===== src/qjtg_pkg.sv =====
// ----------------------------------------------------------------------------
// qjtg_pkg : shared types and constants of the quintic joint trajectory unit
// Word widths, fixed-point format, operation codes and sequencer states.
// ----------------------------------------------------------------------------
package qjtg_pkg;

   // joints held in the plan store, and joint ports on the result channel
   localparam int JOINT_COUNT    = 6;
   localparam int NUM_OUT_JOINTS = 6;
   localparam int JOINT_SEL_W    = (JOINT_COUNT > 1) ? $clog2(JOINT_COUNT) : 1;

   localparam int POS_W      = 32;   // Q3.28 angle
   localparam int DELTA_W    = 33;   // target - start
   localparam int MAG_W      = 32;   // |delta| never exceeds 2^32 - 1
   localparam int COUNT_W    = 16;   // sample index and step count
   localparam int IDX_W      = 3;    // joint_index field
   localparam int OP_W       = 2;

   localparam int FRAC_BITS  = 24;            // Q0.24 blend arithmetic
   localparam int Q24_W      = FRAC_BITS + 1; // holds 0 .. 1.0 inclusive
   localparam int INNER_W    = 28;            // 10 - 15s + 6s^2 in Q.24
   localparam int MUL_A_W    = 32;
   localparam int MUL_B_W    = Q24_W;
   localparam int PROD_W     = MUL_A_W + MUL_B_W;

   localparam int DIV_STEPS  = FRAC_BITS + 1; // one quotient bit per cycle
   localparam int DIV_CNT_W  = $clog2(DIV_STEPS);

   localparam logic [Q24_W-1:0]   ONE_Q24          = Q24_W'(1) << FRAC_BITS;
   localparam logic [COUNT_W-1:0] STEP_COUNT_RESET = COUNT_W'(800);

   typedef enum logic [OP_W-1:0] {
      OP_LOAD  = 2'd0,
      OP_TICK  = 2'd1,
      OP_START = 2'd2
   } op_type;

   typedef enum logic [3:0] {
      ST_IDLE,
      ST_DIVIDE,
      ST_SQUARE,
      ST_CUBE,
      ST_INNER,
      ST_BLEND,
      ST_CLAMP,
      ST_JMUL,
      ST_JACC,
      ST_WRITE
   } seq_state_type;

   // handshake between sequencer and divider
   typedef struct packed {
      logic                 start;
      logic [COUNT_W-1:0]   dividend;
      logic [COUNT_W-1:0]   divisor;
   } div_req_type;

   typedef struct packed {
      logic                 busy;
      logic                 done;
      logic [Q24_W-1:0]     quotient;
   } div_rsp_type;

endpackage


===== src/qjtg_divider.sv =====
// ----------------------------------------------------------------------------
// qjtg_divider : restoring divider for the sample phase
// Works out s = floor(i * 2^24 / n) for i <= n, one quotient bit per cycle.
// ----------------------------------------------------------------------------
module qjtg_divider (
   input  logic                  clock,
   input  logic                  reset,
   input  qjtg_pkg::div_req_type div_req,
   output qjtg_pkg::div_rsp_type div_rsp
);

   localparam int REM_W = qjtg_pkg::COUNT_W + 1;

   logic                              busy_ff;
   logic                              done_ff;
   logic [qjtg_pkg::DIV_CNT_W-1:0]    cnt_ff;
   logic [REM_W-1:0]                  rem_ff;
   logic [qjtg_pkg::Q24_W-1:0]        quot_ff;
   logic [qjtg_pkg::COUNT_W-1:0]      divisor_ff;

   logic                              ge;
   logic [REM_W-1:0]                  rem_sub;

   assign ge      = rem_ff >= {1'b0, divisor_ff};
   assign rem_sub = ge ? (rem_ff - {1'b0, divisor_ff}) : rem_ff;

   always_ff @(posedge clock) begin
      if (reset) begin
         busy_ff <= 1'b0;
         done_ff <= 1'b0;
         cnt_ff  <= '0;
      end else begin
         done_ff <= 1'b0;
         if (div_req.start) begin
            busy_ff <= 1'b1;
            cnt_ff  <= qjtg_pkg::DIV_CNT_W'(qjtg_pkg::DIV_STEPS - 1);
         end else if (busy_ff) begin
            cnt_ff <= cnt_ff - 1'b1;
            if (cnt_ff == '0) begin
               busy_ff <= 1'b0;
               done_ff <= 1'b1;
            end
         end
      end
   end

   // remainder stays below the divisor, so the doubled value fits REM_W bits
   always_ff @(posedge clock) begin
      if (div_req.start) begin
         rem_ff     <= {1'b0, div_req.dividend};
         divisor_ff <= div_req.divisor;
         quot_ff    <= '0;
      end else if (busy_ff) begin
         rem_ff  <= {rem_sub[REM_W-2:0], 1'b0};
         quot_ff <= {quot_ff[qjtg_pkg::Q24_W-2:0], ge};
      end
   end

   assign div_rsp.busy     = busy_ff;
   assign div_rsp.done     = done_ff;
   assign div_rsp.quotient = quot_ff;

`ifndef SYNTHESIS
   a_quot_le_one : assert property (@(posedge clock) disable iff (reset)
      done_ff |-> (quot_ff <= qjtg_pkg::ONE_Q24))
      else $error("divider phase above one");
`endif

endmodule


===== src/qjtg_multiplier.sv =====
// ----------------------------------------------------------------------------
// qjtg_multiplier : shared unsigned multiplier with registered product
// Serves the s^2, s^3, blend and per-joint scaling products in turn.
// ----------------------------------------------------------------------------
module qjtg_multiplier (
   input  logic                              clock,
   input  logic [qjtg_pkg::MUL_A_W-1:0]      mul_a,
   input  logic [qjtg_pkg::MUL_B_W-1:0]      mul_b,
   output logic [qjtg_pkg::PROD_W-1:0]       product
);

   logic [qjtg_pkg::PROD_W-1:0] product_ff;

   always_ff @(posedge clock) begin
      product_ff <= qjtg_pkg::PROD_W'(mul_a) * qjtg_pkg::PROD_W'(mul_b);
   end

   assign product = product_ff;

endmodule


===== src/quintic_joint_trajectory_generator_unit.sv =====
// ----------------------------------------------------------------------------
// quintic_joint_trajectory_generator_unit : rest-to-rest quintic setpoints
// Six joints follow pos = start + delta * (10s^3 - 15s^4 + 6s^5), s = i/N.
// ----------------------------------------------------------------------------
// Use: the req channel carries one beat per command. A load beat stores the
// start and target of one joint, a start beat arms the move and clears the
// sample counter, and each tick beat while a move is armed produces one rsp
// beat with all six joint positions, the sample number and a last flag.
// Ticks while idle and unknown operation codes are taken and dropped.
// Load and start beats take effect at the edge that accepts them. A tick runs
// through the sequencer states in order: the phase divider is started and its
// 25 quotient bits pulled, the three blend products go through the shared
// multiplier and are clamped, each joint takes a multiply and an accumulate on
// that same multiplier, and the output register is loaded. req_ready is low
// while a tick is being worked on, so no new beat is taken before the tick has
// reached the output register.
// The result sits in an output register; while the receiver stalls the block
// still takes load and start beats, and a finished tick waits for the
// register to free up. csr_step_count is always ready; a tick already taken
// keeps the count it started with. Reset (synchronous) clears the plans,
// stops the move and sets the step count to 800.
// ----------------------------------------------------------------------------
module quintic_joint_trajectory_generator_unit (
   input  logic                                clock,
   input  logic                                reset,

   input  logic                                req_valid,
   output logic                                req_ready,
   input  logic [qjtg_pkg::OP_W-1:0]           req_operation,
   input  logic [qjtg_pkg::IDX_W-1:0]          req_joint_index,
   input  logic signed [qjtg_pkg::POS_W-1:0]   req_start_position,
   input  logic signed [qjtg_pkg::POS_W-1:0]   req_target_position,

   output logic                                rsp_valid,
   input  logic                                rsp_ready,
   output logic signed [qjtg_pkg::POS_W-1:0]   rsp_joint0_position,
   output logic signed [qjtg_pkg::POS_W-1:0]   rsp_joint1_position,
   output logic signed [qjtg_pkg::POS_W-1:0]   rsp_joint2_position,
   output logic signed [qjtg_pkg::POS_W-1:0]   rsp_joint3_position,
   output logic signed [qjtg_pkg::POS_W-1:0]   rsp_joint4_position,
   output logic signed [qjtg_pkg::POS_W-1:0]   rsp_joint5_position,
   output logic [qjtg_pkg::COUNT_W-1:0]        rsp_sample_number,
   output logic                                rsp_last_sample,

   input  logic                                csr_valid,
   output logic                                csr_ready,
   input  logic [qjtg_pkg::COUNT_W-1:0]        csr_step_count
);

   localparam int SUM_W = qjtg_pkg::POS_W + 2;
   localparam int Q_W   = qjtg_pkg::PROD_W - qjtg_pkg::FRAC_BITS;
   localparam int IN_W  = qjtg_pkg::INNER_W + 2;

   // -------------------------------------------------------------------------
   // helpers
   // -------------------------------------------------------------------------
   function automatic logic [qjtg_pkg::INNER_W-1:0] inner_q24(
      input logic [qjtg_pkg::Q24_W-1:0] s,
      input logic [qjtg_pkg::Q24_W-1:0] s2
   );
      logic signed [IN_W-1:0] s_x;
      logic signed [IN_W-1:0] s2_x;
      logic signed [IN_W-1:0] acc;
      s_x  = signed'(IN_W'(s));
      s2_x = signed'(IN_W'(s2));
      acc  = signed'(IN_W'(10) << qjtg_pkg::FRAC_BITS)
             - ((s_x <<< 4) - s_x) + ((s2_x <<< 2) + (s2_x <<< 1));
      if (acc < 0) begin
         inner_q24 = '0;
      end else begin
         inner_q24 = acc[qjtg_pkg::INNER_W-1:0];
      end
   endfunction

   function automatic logic signed [qjtg_pkg::POS_W-1:0] saturate(
      input logic signed [SUM_W-1:0] v
   );
      logic [2:0] top;
      top = v[SUM_W-1:SUM_W-3];
      if (top == 3'b000 || top == 3'b111) begin
         saturate = v[qjtg_pkg::POS_W-1:0];
      end else if (top[2] == 1'b0) begin
         saturate = {1'b0, {(qjtg_pkg::POS_W-1){1'b1}}};
      end else begin
         saturate = {1'b1, {(qjtg_pkg::POS_W-1){1'b0}}};
      end
   endfunction

   // -------------------------------------------------------------------------
   // state
   // -------------------------------------------------------------------------
   qjtg_pkg::seq_state_type                   state_ff, state_in;

   logic signed [qjtg_pkg::POS_W-1:0]         start_ff [qjtg_pkg::JOINT_COUNT];
   logic signed [qjtg_pkg::DELTA_W-1:0]       delta_ff [qjtg_pkg::JOINT_COUNT];
   logic signed [qjtg_pkg::POS_W-1:0]         work_pos_ff [qjtg_pkg::JOINT_COUNT];
   logic signed [qjtg_pkg::POS_W-1:0]         rsp_pos_ff [qjtg_pkg::NUM_OUT_JOINTS];

   logic [qjtg_pkg::COUNT_W-1:0]              step_ff;
   logic [qjtg_pkg::COUNT_W-1:0]              cnt_ff;
   logic                                      active_ff;
   logic [qjtg_pkg::COUNT_W-1:0]              sample_ff;
   logic                                      last_ff;
   logic                                      rsp_valid_ff;
   logic [qjtg_pkg::COUNT_W-1:0]              rsp_sample_ff;
   logic                                      rsp_last_ff;

   logic [qjtg_pkg::Q24_W-1:0]                s2_ff;
   logic [qjtg_pkg::Q24_W-1:0]                s3_ff;
   logic [qjtg_pkg::INNER_W-1:0]              inner_ff;
   logic [qjtg_pkg::Q24_W-1:0]                blend_ff;
   logic [qjtg_pkg::JOINT_SEL_W-1:0]          jsel_ff;

   // -------------------------------------------------------------------------
   // datapath wires
   // -------------------------------------------------------------------------
   logic                                      req_fire;
   logic                                      tick_go;
   qjtg_pkg::op_type                          op;
   logic [qjtg_pkg::COUNT_W-1:0]              n_eff;
   logic [qjtg_pkg::COUNT_W:0]                i_raw;
   logic [qjtg_pkg::COUNT_W-1:0]              i_eff;

   qjtg_pkg::div_req_type                     div_req;
   qjtg_pkg::div_rsp_type                     div_rsp;

   logic [qjtg_pkg::MUL_A_W-1:0]              mul_a;
   logic [qjtg_pkg::MUL_B_W-1:0]              mul_b;
   logic [qjtg_pkg::PROD_W-1:0]               product;
   logic [qjtg_pkg::Q24_W-1:0]                prod_q24;
   logic [Q_W-1:0]                            prod_hi;
   logic [Q_W-1:0]                            rounded;
   logic signed [qjtg_pkg::DELTA_W-1:0]       delta_sel;
   logic [qjtg_pkg::MAG_W-1:0]                mag_sel;
   logic signed [SUM_W-1:0]                   step_sum;
   logic                                      out_free;

   assign req_fire = req_valid && req_ready;
   assign op       = qjtg_pkg::op_type'(req_operation);
   assign n_eff    = (step_ff == '0) ? qjtg_pkg::COUNT_W'(1) : step_ff;
   assign i_raw    = {1'b0, cnt_ff} + 1'b1;
   assign i_eff    = (i_raw > {1'b0, n_eff}) ? n_eff : i_raw[qjtg_pkg::COUNT_W-1:0];
   assign tick_go  = req_fire && (op == qjtg_pkg::OP_TICK) && active_ff;
   assign out_free = !rsp_valid_ff || rsp_ready;

   assign div_req.start    = tick_go;
   assign div_req.dividend = i_eff;
   assign div_req.divisor  = n_eff;

   qjtg_divider u_divider (
      .clock   (clock),
      .reset   (reset),
      .div_req (div_req),
      .div_rsp (div_rsp)
   );

   qjtg_multiplier u_multiplier (
      .clock   (clock),
      .mul_a   (mul_a),
      .mul_b   (mul_b),
      .product (product)
   );

   assign prod_q24  = product[qjtg_pkg::FRAC_BITS +: qjtg_pkg::Q24_W];
   assign prod_hi   = product[qjtg_pkg::PROD_W-1:qjtg_pkg::FRAC_BITS];
   // round half away from zero on the magnitude
   assign rounded   = Q_W'((product + (qjtg_pkg::PROD_W'(1) << (qjtg_pkg::FRAC_BITS - 1)))
                           >> qjtg_pkg::FRAC_BITS);
   assign delta_sel = delta_ff[jsel_ff];
   assign mag_sel   = delta_sel[qjtg_pkg::DELTA_W-1]
                      ? qjtg_pkg::MAG_W'(-delta_sel) : qjtg_pkg::MAG_W'(delta_sel);
   assign step_sum  = SUM_W'(start_ff[jsel_ff])
                      + (delta_sel[qjtg_pkg::DELTA_W-1]
                         ? -signed'(SUM_W'(rounded)) : signed'(SUM_W'(rounded)));

   // -------------------------------------------------------------------------
   // sequencer
   // -------------------------------------------------------------------------
   always_ff @(posedge clock) begin
      if (reset) begin
         state_ff <= qjtg_pkg::ST_IDLE;
      end else begin
         state_ff <= state_in;
      end
   end

   always_comb begin
      state_in  = state_ff;
      req_ready = 1'b0;
      mul_a     = qjtg_pkg::MUL_A_W'(mag_sel);
      mul_b     = blend_ff;
      unique case (state_ff)
         qjtg_pkg::ST_IDLE: begin
            req_ready = 1'b1;
            if (tick_go) begin
               state_in = qjtg_pkg::ST_DIVIDE;
            end
         end
         qjtg_pkg::ST_DIVIDE: begin
            if (div_rsp.done) begin
               state_in = qjtg_pkg::ST_SQUARE;
            end
         end
         qjtg_pkg::ST_SQUARE: begin
            mul_a    = qjtg_pkg::MUL_A_W'(div_rsp.quotient);
            mul_b    = div_rsp.quotient;
            state_in = qjtg_pkg::ST_CUBE;
         end
         qjtg_pkg::ST_CUBE: begin
            mul_a    = qjtg_pkg::MUL_A_W'(div_rsp.quotient);
            mul_b    = prod_q24;
            state_in = qjtg_pkg::ST_INNER;
         end
         qjtg_pkg::ST_INNER: begin
            state_in = qjtg_pkg::ST_BLEND;
         end
         qjtg_pkg::ST_BLEND: begin
            mul_a    = qjtg_pkg::MUL_A_W'(inner_ff);
            mul_b    = s3_ff;
            state_in = qjtg_pkg::ST_CLAMP;
         end
         qjtg_pkg::ST_CLAMP: begin
            state_in = qjtg_pkg::ST_JMUL;
         end
         qjtg_pkg::ST_JMUL: begin
            state_in = qjtg_pkg::ST_JACC;
         end
         qjtg_pkg::ST_JACC: begin
            if (jsel_ff == qjtg_pkg::JOINT_SEL_W'(qjtg_pkg::JOINT_COUNT - 1)) begin
               state_in = qjtg_pkg::ST_WRITE;
            end else begin
               state_in = qjtg_pkg::ST_JMUL;
            end
         end
         qjtg_pkg::ST_WRITE: begin
            if (out_free) begin
               state_in = qjtg_pkg::ST_IDLE;
            end
         end
         default: begin
            state_in = qjtg_pkg::ST_IDLE;
         end
      endcase
   end

   // -------------------------------------------------------------------------
   // control registers: step count, move state, plan store
   // -------------------------------------------------------------------------
   assign csr_ready = 1'b1;

   always_ff @(posedge clock) begin
      if (reset) begin
         step_ff   <= qjtg_pkg::STEP_COUNT_RESET;
         cnt_ff    <= '0;
         active_ff <= 1'b0;
         for (int k = 0; k < qjtg_pkg::JOINT_COUNT; k++) begin
            start_ff[k] <= '0;
            delta_ff[k] <= '0;
         end
      end else begin
         if (csr_valid && csr_ready) begin
            step_ff <= csr_step_count;
         end
         if (req_fire) begin
            unique case (op)
               qjtg_pkg::OP_LOAD: begin
                  if ({1'b0, req_joint_index} < (qjtg_pkg::IDX_W + 1)'(qjtg_pkg::JOINT_COUNT))
                  begin
                     start_ff[req_joint_index[qjtg_pkg::JOINT_SEL_W-1:0]] <=
                        req_start_position;
                     delta_ff[req_joint_index[qjtg_pkg::JOINT_SEL_W-1:0]] <=
                        qjtg_pkg::DELTA_W'(req_target_position)
                        - qjtg_pkg::DELTA_W'(req_start_position);
                  end
               end
               qjtg_pkg::OP_START: begin
                  cnt_ff    <= '0;
                  active_ff <= 1'b1;
               end
               qjtg_pkg::OP_TICK: begin
                  if (active_ff) begin
                     cnt_ff <= i_eff;
                     if (i_eff >= n_eff) begin
                        active_ff <= 1'b0;
                     end
                  end
               end
               default: begin
               end
            endcase
         end
      end
   end

   // -------------------------------------------------------------------------
   // blend factor and joint positions
   // -------------------------------------------------------------------------
   always_ff @(posedge clock) begin
      if (tick_go) begin
         sample_ff <= i_eff;
         last_ff   <= i_eff >= n_eff;
      end
      if (state_ff == qjtg_pkg::ST_CUBE) begin
         s2_ff <= prod_q24;
      end
      if (state_ff == qjtg_pkg::ST_INNER) begin
         s3_ff    <= prod_q24;
         inner_ff <= inner_q24(div_rsp.quotient, s2_ff);
      end
      if (state_ff == qjtg_pkg::ST_CLAMP) begin
         blend_ff <= (prod_hi > Q_W'(qjtg_pkg::ONE_Q24)) ? qjtg_pkg::ONE_Q24 : prod_q24;
      end
      if (state_ff == qjtg_pkg::ST_JACC) begin
         work_pos_ff[jsel_ff] <= saturate(step_sum);
      end
   end

   always_ff @(posedge clock) begin
      if (reset) begin
         jsel_ff <= '0;
      end else if (state_ff == qjtg_pkg::ST_CLAMP) begin
         jsel_ff <= '0;
      end else if (state_ff == qjtg_pkg::ST_JACC &&
                   jsel_ff != qjtg_pkg::JOINT_SEL_W'(qjtg_pkg::JOINT_COUNT - 1)) begin
         jsel_ff <= jsel_ff + 1'b1;
      end
   end

   // -------------------------------------------------------------------------
   // output register
   // -------------------------------------------------------------------------
   always_ff @(posedge clock) begin
      if (reset) begin
         rsp_valid_ff <= 1'b0;
      end else if (state_ff == qjtg_pkg::ST_WRITE && out_free) begin
         rsp_valid_ff <= 1'b1;
      end else if (rsp_ready) begin
         rsp_valid_ff <= 1'b0;
      end
   end

   always_ff @(posedge clock) begin
      if (state_ff == qjtg_pkg::ST_WRITE && out_free) begin
         rsp_sample_ff <= sample_ff;
         rsp_last_ff   <= last_ff;
         for (int k = 0; k < qjtg_pkg::NUM_OUT_JOINTS; k++) begin
            if (k < qjtg_pkg::JOINT_COUNT) begin
               rsp_pos_ff[k] <= work_pos_ff[k];
            end else begin
               rsp_pos_ff[k] <= '0;
            end
         end
      end
   end

   assign rsp_valid           = rsp_valid_ff;
   assign rsp_joint0_position = rsp_pos_ff[0];
   assign rsp_joint1_position = rsp_pos_ff[1];
   assign rsp_joint2_position = rsp_pos_ff[2];
   assign rsp_joint3_position = rsp_pos_ff[3];
   assign rsp_joint4_position = rsp_pos_ff[4];
   assign rsp_joint5_position = rsp_pos_ff[5];
   assign rsp_sample_number   = rsp_sample_ff;
   assign rsp_last_sample     = rsp_last_ff;

`ifndef SYNTHESIS
   a_tick_starts_divider : assert property (@(posedge clock) disable iff (reset)
      tick_go |=> (state_ff == qjtg_pkg::ST_DIVIDE) && div_rsp.busy)
      else $error("tick beat did not start the phase divider");

   a_last_ends_move : assert property (@(posedge clock) disable iff (reset)
      (state_ff == qjtg_pkg::ST_WRITE && last_ff) |-> !active_ff)
      else $error("move still armed after its last sample");

   a_blend_in_range : assert property (@(posedge clock) disable iff (reset)
      (state_ff == qjtg_pkg::ST_JMUL) |-> (blend_ff <= qjtg_pkg::ONE_Q24))
      else $error("blend factor above one");
`endif

endmodule


===== config.mk =====
export PLATFORM = sky130hd
export DESIGN_NAME = quintic_joint_trajectory_generator_unit
export DESIGN_NICKNAME = d
export VERILOG_FILES = /design/src/qjtg_pkg.sv /design/src/qjtg_divider.sv /design/src/qjtg_multiplier.sv /design/src/quintic_joint_trajectory_generator_unit.sv
export SDC_FILE = /design/constraint.sdc
export NUM_CORES = 2
export LEC_CHECK = 0
export BUFFER_PORTS_ARGS = -buffer_cell sky130_fd_sc_hd__buf_2
export CORE_ASPECT_RATIO = 2
export CORE_UTILIZATION = 52
export CTS_BUF_LIST = sky130_fd_sc_hd__clkbuf_4
export DETAILED_ROUTE_END_ITERATION = 8
export PLACE_DENSITY = 0.77
export SLEW_MARGIN = 10
export SYNTH_ARGS = -nofsm -noshare
export SYNTH_HDL_FRONTEND = slang
export SYNTH_SLANG_ARGS = --single-unit

===== constraint.sdc =====
create_clock -name clock -period 19.2 [get_ports clock]
set_input_delay 4.8 -clock clock [delete_from_list [all_inputs] [get_ports clock]]
set_output_delay 4.8 -clock clock [all_outputs]
set_load 0.02 [all_outputs]

==> results.md <==
- Status: completed
- Setup bufs post-CTS: 0
- Worst-Skew Late Latency: 1150 ps
- Fin crit share: 0.701
- Die width: 276 um
- Worst-case clock buffer depth: 4
- Post-DR vias/cell: 5.83
- P&R area growth vs syn: 10.4%
- DR iter-0 viols: 4,017
- Drt total wl: 235 mm
- Sequential share of the synthesized area: 0.441
- Port buffer count: 300
- Final hold vios: 0
- CP Class: flip-flop to flip-flop
- Die area: 0.152 sq mm
- Most common cell after layout, fill and taps aside: edfxtp_1
- Post-CTS Hold Fix Bufs: 0
- Initial antenna violation count: 11
- Fraction of layout cells with a size suffix above 1: 0.151
- Synthesized flop and latch total: 1,184
- Final setup viols: 0
- Yosys cell types: 84
- H-Tree Level Count: 5
- Relative slew slack: 0.0775
- Vias in the first global route: 59,200
- Total number of vias: 54,900
- Largest net degree at the start of global routing: 88
- Row cnt: 200
- Max_cap viols: 0
- Top-area cell type share of the netlist area: 0.412
- Grt ovf: 0
- Worst Path Buf+Inv: 6
- Crit start category: flip-flop
- CTS Sinks: 1,184
- DRC: 0
- WP data required: 20,180 ps
- Initial Util: 0.525
- Predominant post-synthesis flop cell: edfxtp_1
- Register area: 0.0345 sq mm
- First-pass GRT wire length: 349 mm
- Fillers: 12,100
- CTS Root Cell: clkbuf_4
- Clock Skew: 148 ps
- Footprint of the multi-input gates: 0.0396 sq mm
- Die Y-Extent: 550 um
- Yosys Warn Count: 0
- Top Family by Delay on Critical Path: adder cells
- Post-cts resize count: 0
- Core box area: 0.149 sq mm
- Crit path max fanout: 50
- Slowest cell delay on critical path: 910 ps
- Worst min path class: flip-flop to flip-flop
- Post-layout minimum cycle time: 13,450 ps
- Async SR Flop Fraction: 0
- Synthesized cell area: 0.0781 sq mm
- Largest cells by area after synthesis: edfxtp_1 41%, fa_1 18%, ha_1 6.0%, nor2_1 4.7%, inv_1 4.7%
- Global placement routability congestion: 1.03
- F_max: 74.3 MHz
- Clk slew on worst S/H paths: 70 ps
- Post-route ant nets: 0
- CTS buffer count: 269
- CTS tree: yes
- Wire per inst: 25.0 um
- Max-slew violation count: 0
- Syn_area_per_cell: 11.5 sq um
- Worst-Margin Slew: 1370 ps
- Gr usage total: 0.313
- Num ports: 302
- CP Capture Type: flip-flop
- RSZ-0062 raised after global routing: false
- Data arrival time of the worst path: 14,440 ps
- Detailed placement HPWL: 173 mm
- First-pass iteration count of the detailed router: 6
- Crit-path most repeated cell: fa_1
- Synth area leader: edfxtp_1
- Commonest cells after routing, fill and taps aside: 1,073 x edfxtp_1, 977 x nor2_1, 973 x inv_1
- Post-synth EDFFs: 1,073
- Final TNS setup: 0 ps
- Cells after Synth: 6,770
- CP max-delay cell: dfxtp_4
- Nets: 8,468
==> routing by layer <==
metal  vias to the layer above  track usage  share of wire
met5                         -            0       0.000030
met4                         2        0.252          0.091
met3                      1052       0.0479          0.066
met2                      2748        0.584           0.53
met1                     27400        0.305           0.31
li1                      23700            -              -
==> layout make-up <==
class / count / share of cell area
diodes: 11 / 0.000319
repair buffers: 444 / 0.0299
clock buffers: 365 / 0.0318
flip-flops and latches: 1184 / 0.399
clock inverters: 100 / 0.00912
inverters: 974 / 0.0424
multi-input cells: 4421 / 0.459
well taps: 1919 / 0.0278
==> worst register-to-register path: cells and delay by family (launching register included) <==
kind	cells	cell delay, ps
adder cells (fa/ha/maj)	8	3880
AND/OR/NAND/NOR	9	2650
AO/OA/AOI/OAI	8	2340
buffers and inverters	6	2010
XOR/XNOR	2	920
flip-flops	1	910
multiplexers	1	630
==> state kept, by name, summed over array words and instances (netlist names), 3 cells and up, named ones only <==
signal,flops
inner_ff,28
u_divider.rem_ff,17
state_ff,4
work_pos_ff,192
step_ff,16
blend_ff,25
sample_ff,16
start_ff,256
s3_ff,25
cnt_ff,16
s2_ff,25
u_divider.quot_ff,25
delta_ff,264
jsel_ff,3
u_divider.cnt_ff,5
rsp_sample_number,16
u_divider.divisor_ff,16
u_multiplier.product,34
rsp_pos_ff,192
==> path summary, 6_finish.rpt <==
path                           start                        to  slack [ps]  cells past startpoint
setup / recovery           flip-flop  u_multiplier.product[56]        5750                     34
setup reg to reg           flip-flop  u_multiplier.product[56]        5750                     34
hold reg to reg   work_pos_ff[1][18]         rsp_pos_ff[1][18]         370                      0
hold / removal    work_pos_ff[1][18]         rsp_pos_ff[1][18]         370                      0
==> cells in the mapped netlist (19+ instances only) <==
library cell,n
ha_1,372
nand3_1,66
mux2_2,48
xor2_1,96
nor2_1,983
o21a_1,27
a21oi_1,211
clkbuf_1,222
o21bai_1,20
and3_1,40
edfxtp_1,1073
a221o_1,43
inv_1,973
or2_2,19
a31oi_1,29
nand2_1,559
mux4_2,130
buf_2,39
o21ai_0,131
nor3_1,55
buf_1,49
a21o_1,87
mux2i_1,115
fa_1,712
nand4_1,34
nor2b_1,35
and2_1,50
nand2b_1,49
a221oi_1,38
dfxtp_1,111
xnor2_1,153
==> kinds of logic (layout without fill, tap and decap cells) <==
logic type,after synthesis,in the layout,share of synthesized area
other,2,142,0.0000961
DFF,1184,1184,0.441
buffers and inverters,1294,1883,0.0634
and+or+nand+nor,1956,1956,0.107
adders and majority gates,1084,1084,0.242
xor gates and xnor gates,250,250,0.0283
AOI/OAI and AO/OA,707,707,0.0596
muxes,293,293,0.0591
==> through the flow <==
stage	cells	util	cell area (sq um)	hold slack, ps	worst slack, ps
after CTS	9407	0.579	86200	371	5770
after detailed placement	8942	0.555	82700	405	5840
final	9418	0.579	86300	368	5750
after floorplan	6899	-	78600	400	4770
after global routing	9416	0.579	86300	385	4990
after global placement	8942	0.555	82700	401	6050
Power is not shown: default switching activity piles up to over one toggle a cycle in this logic, so the estimate is an artifact.
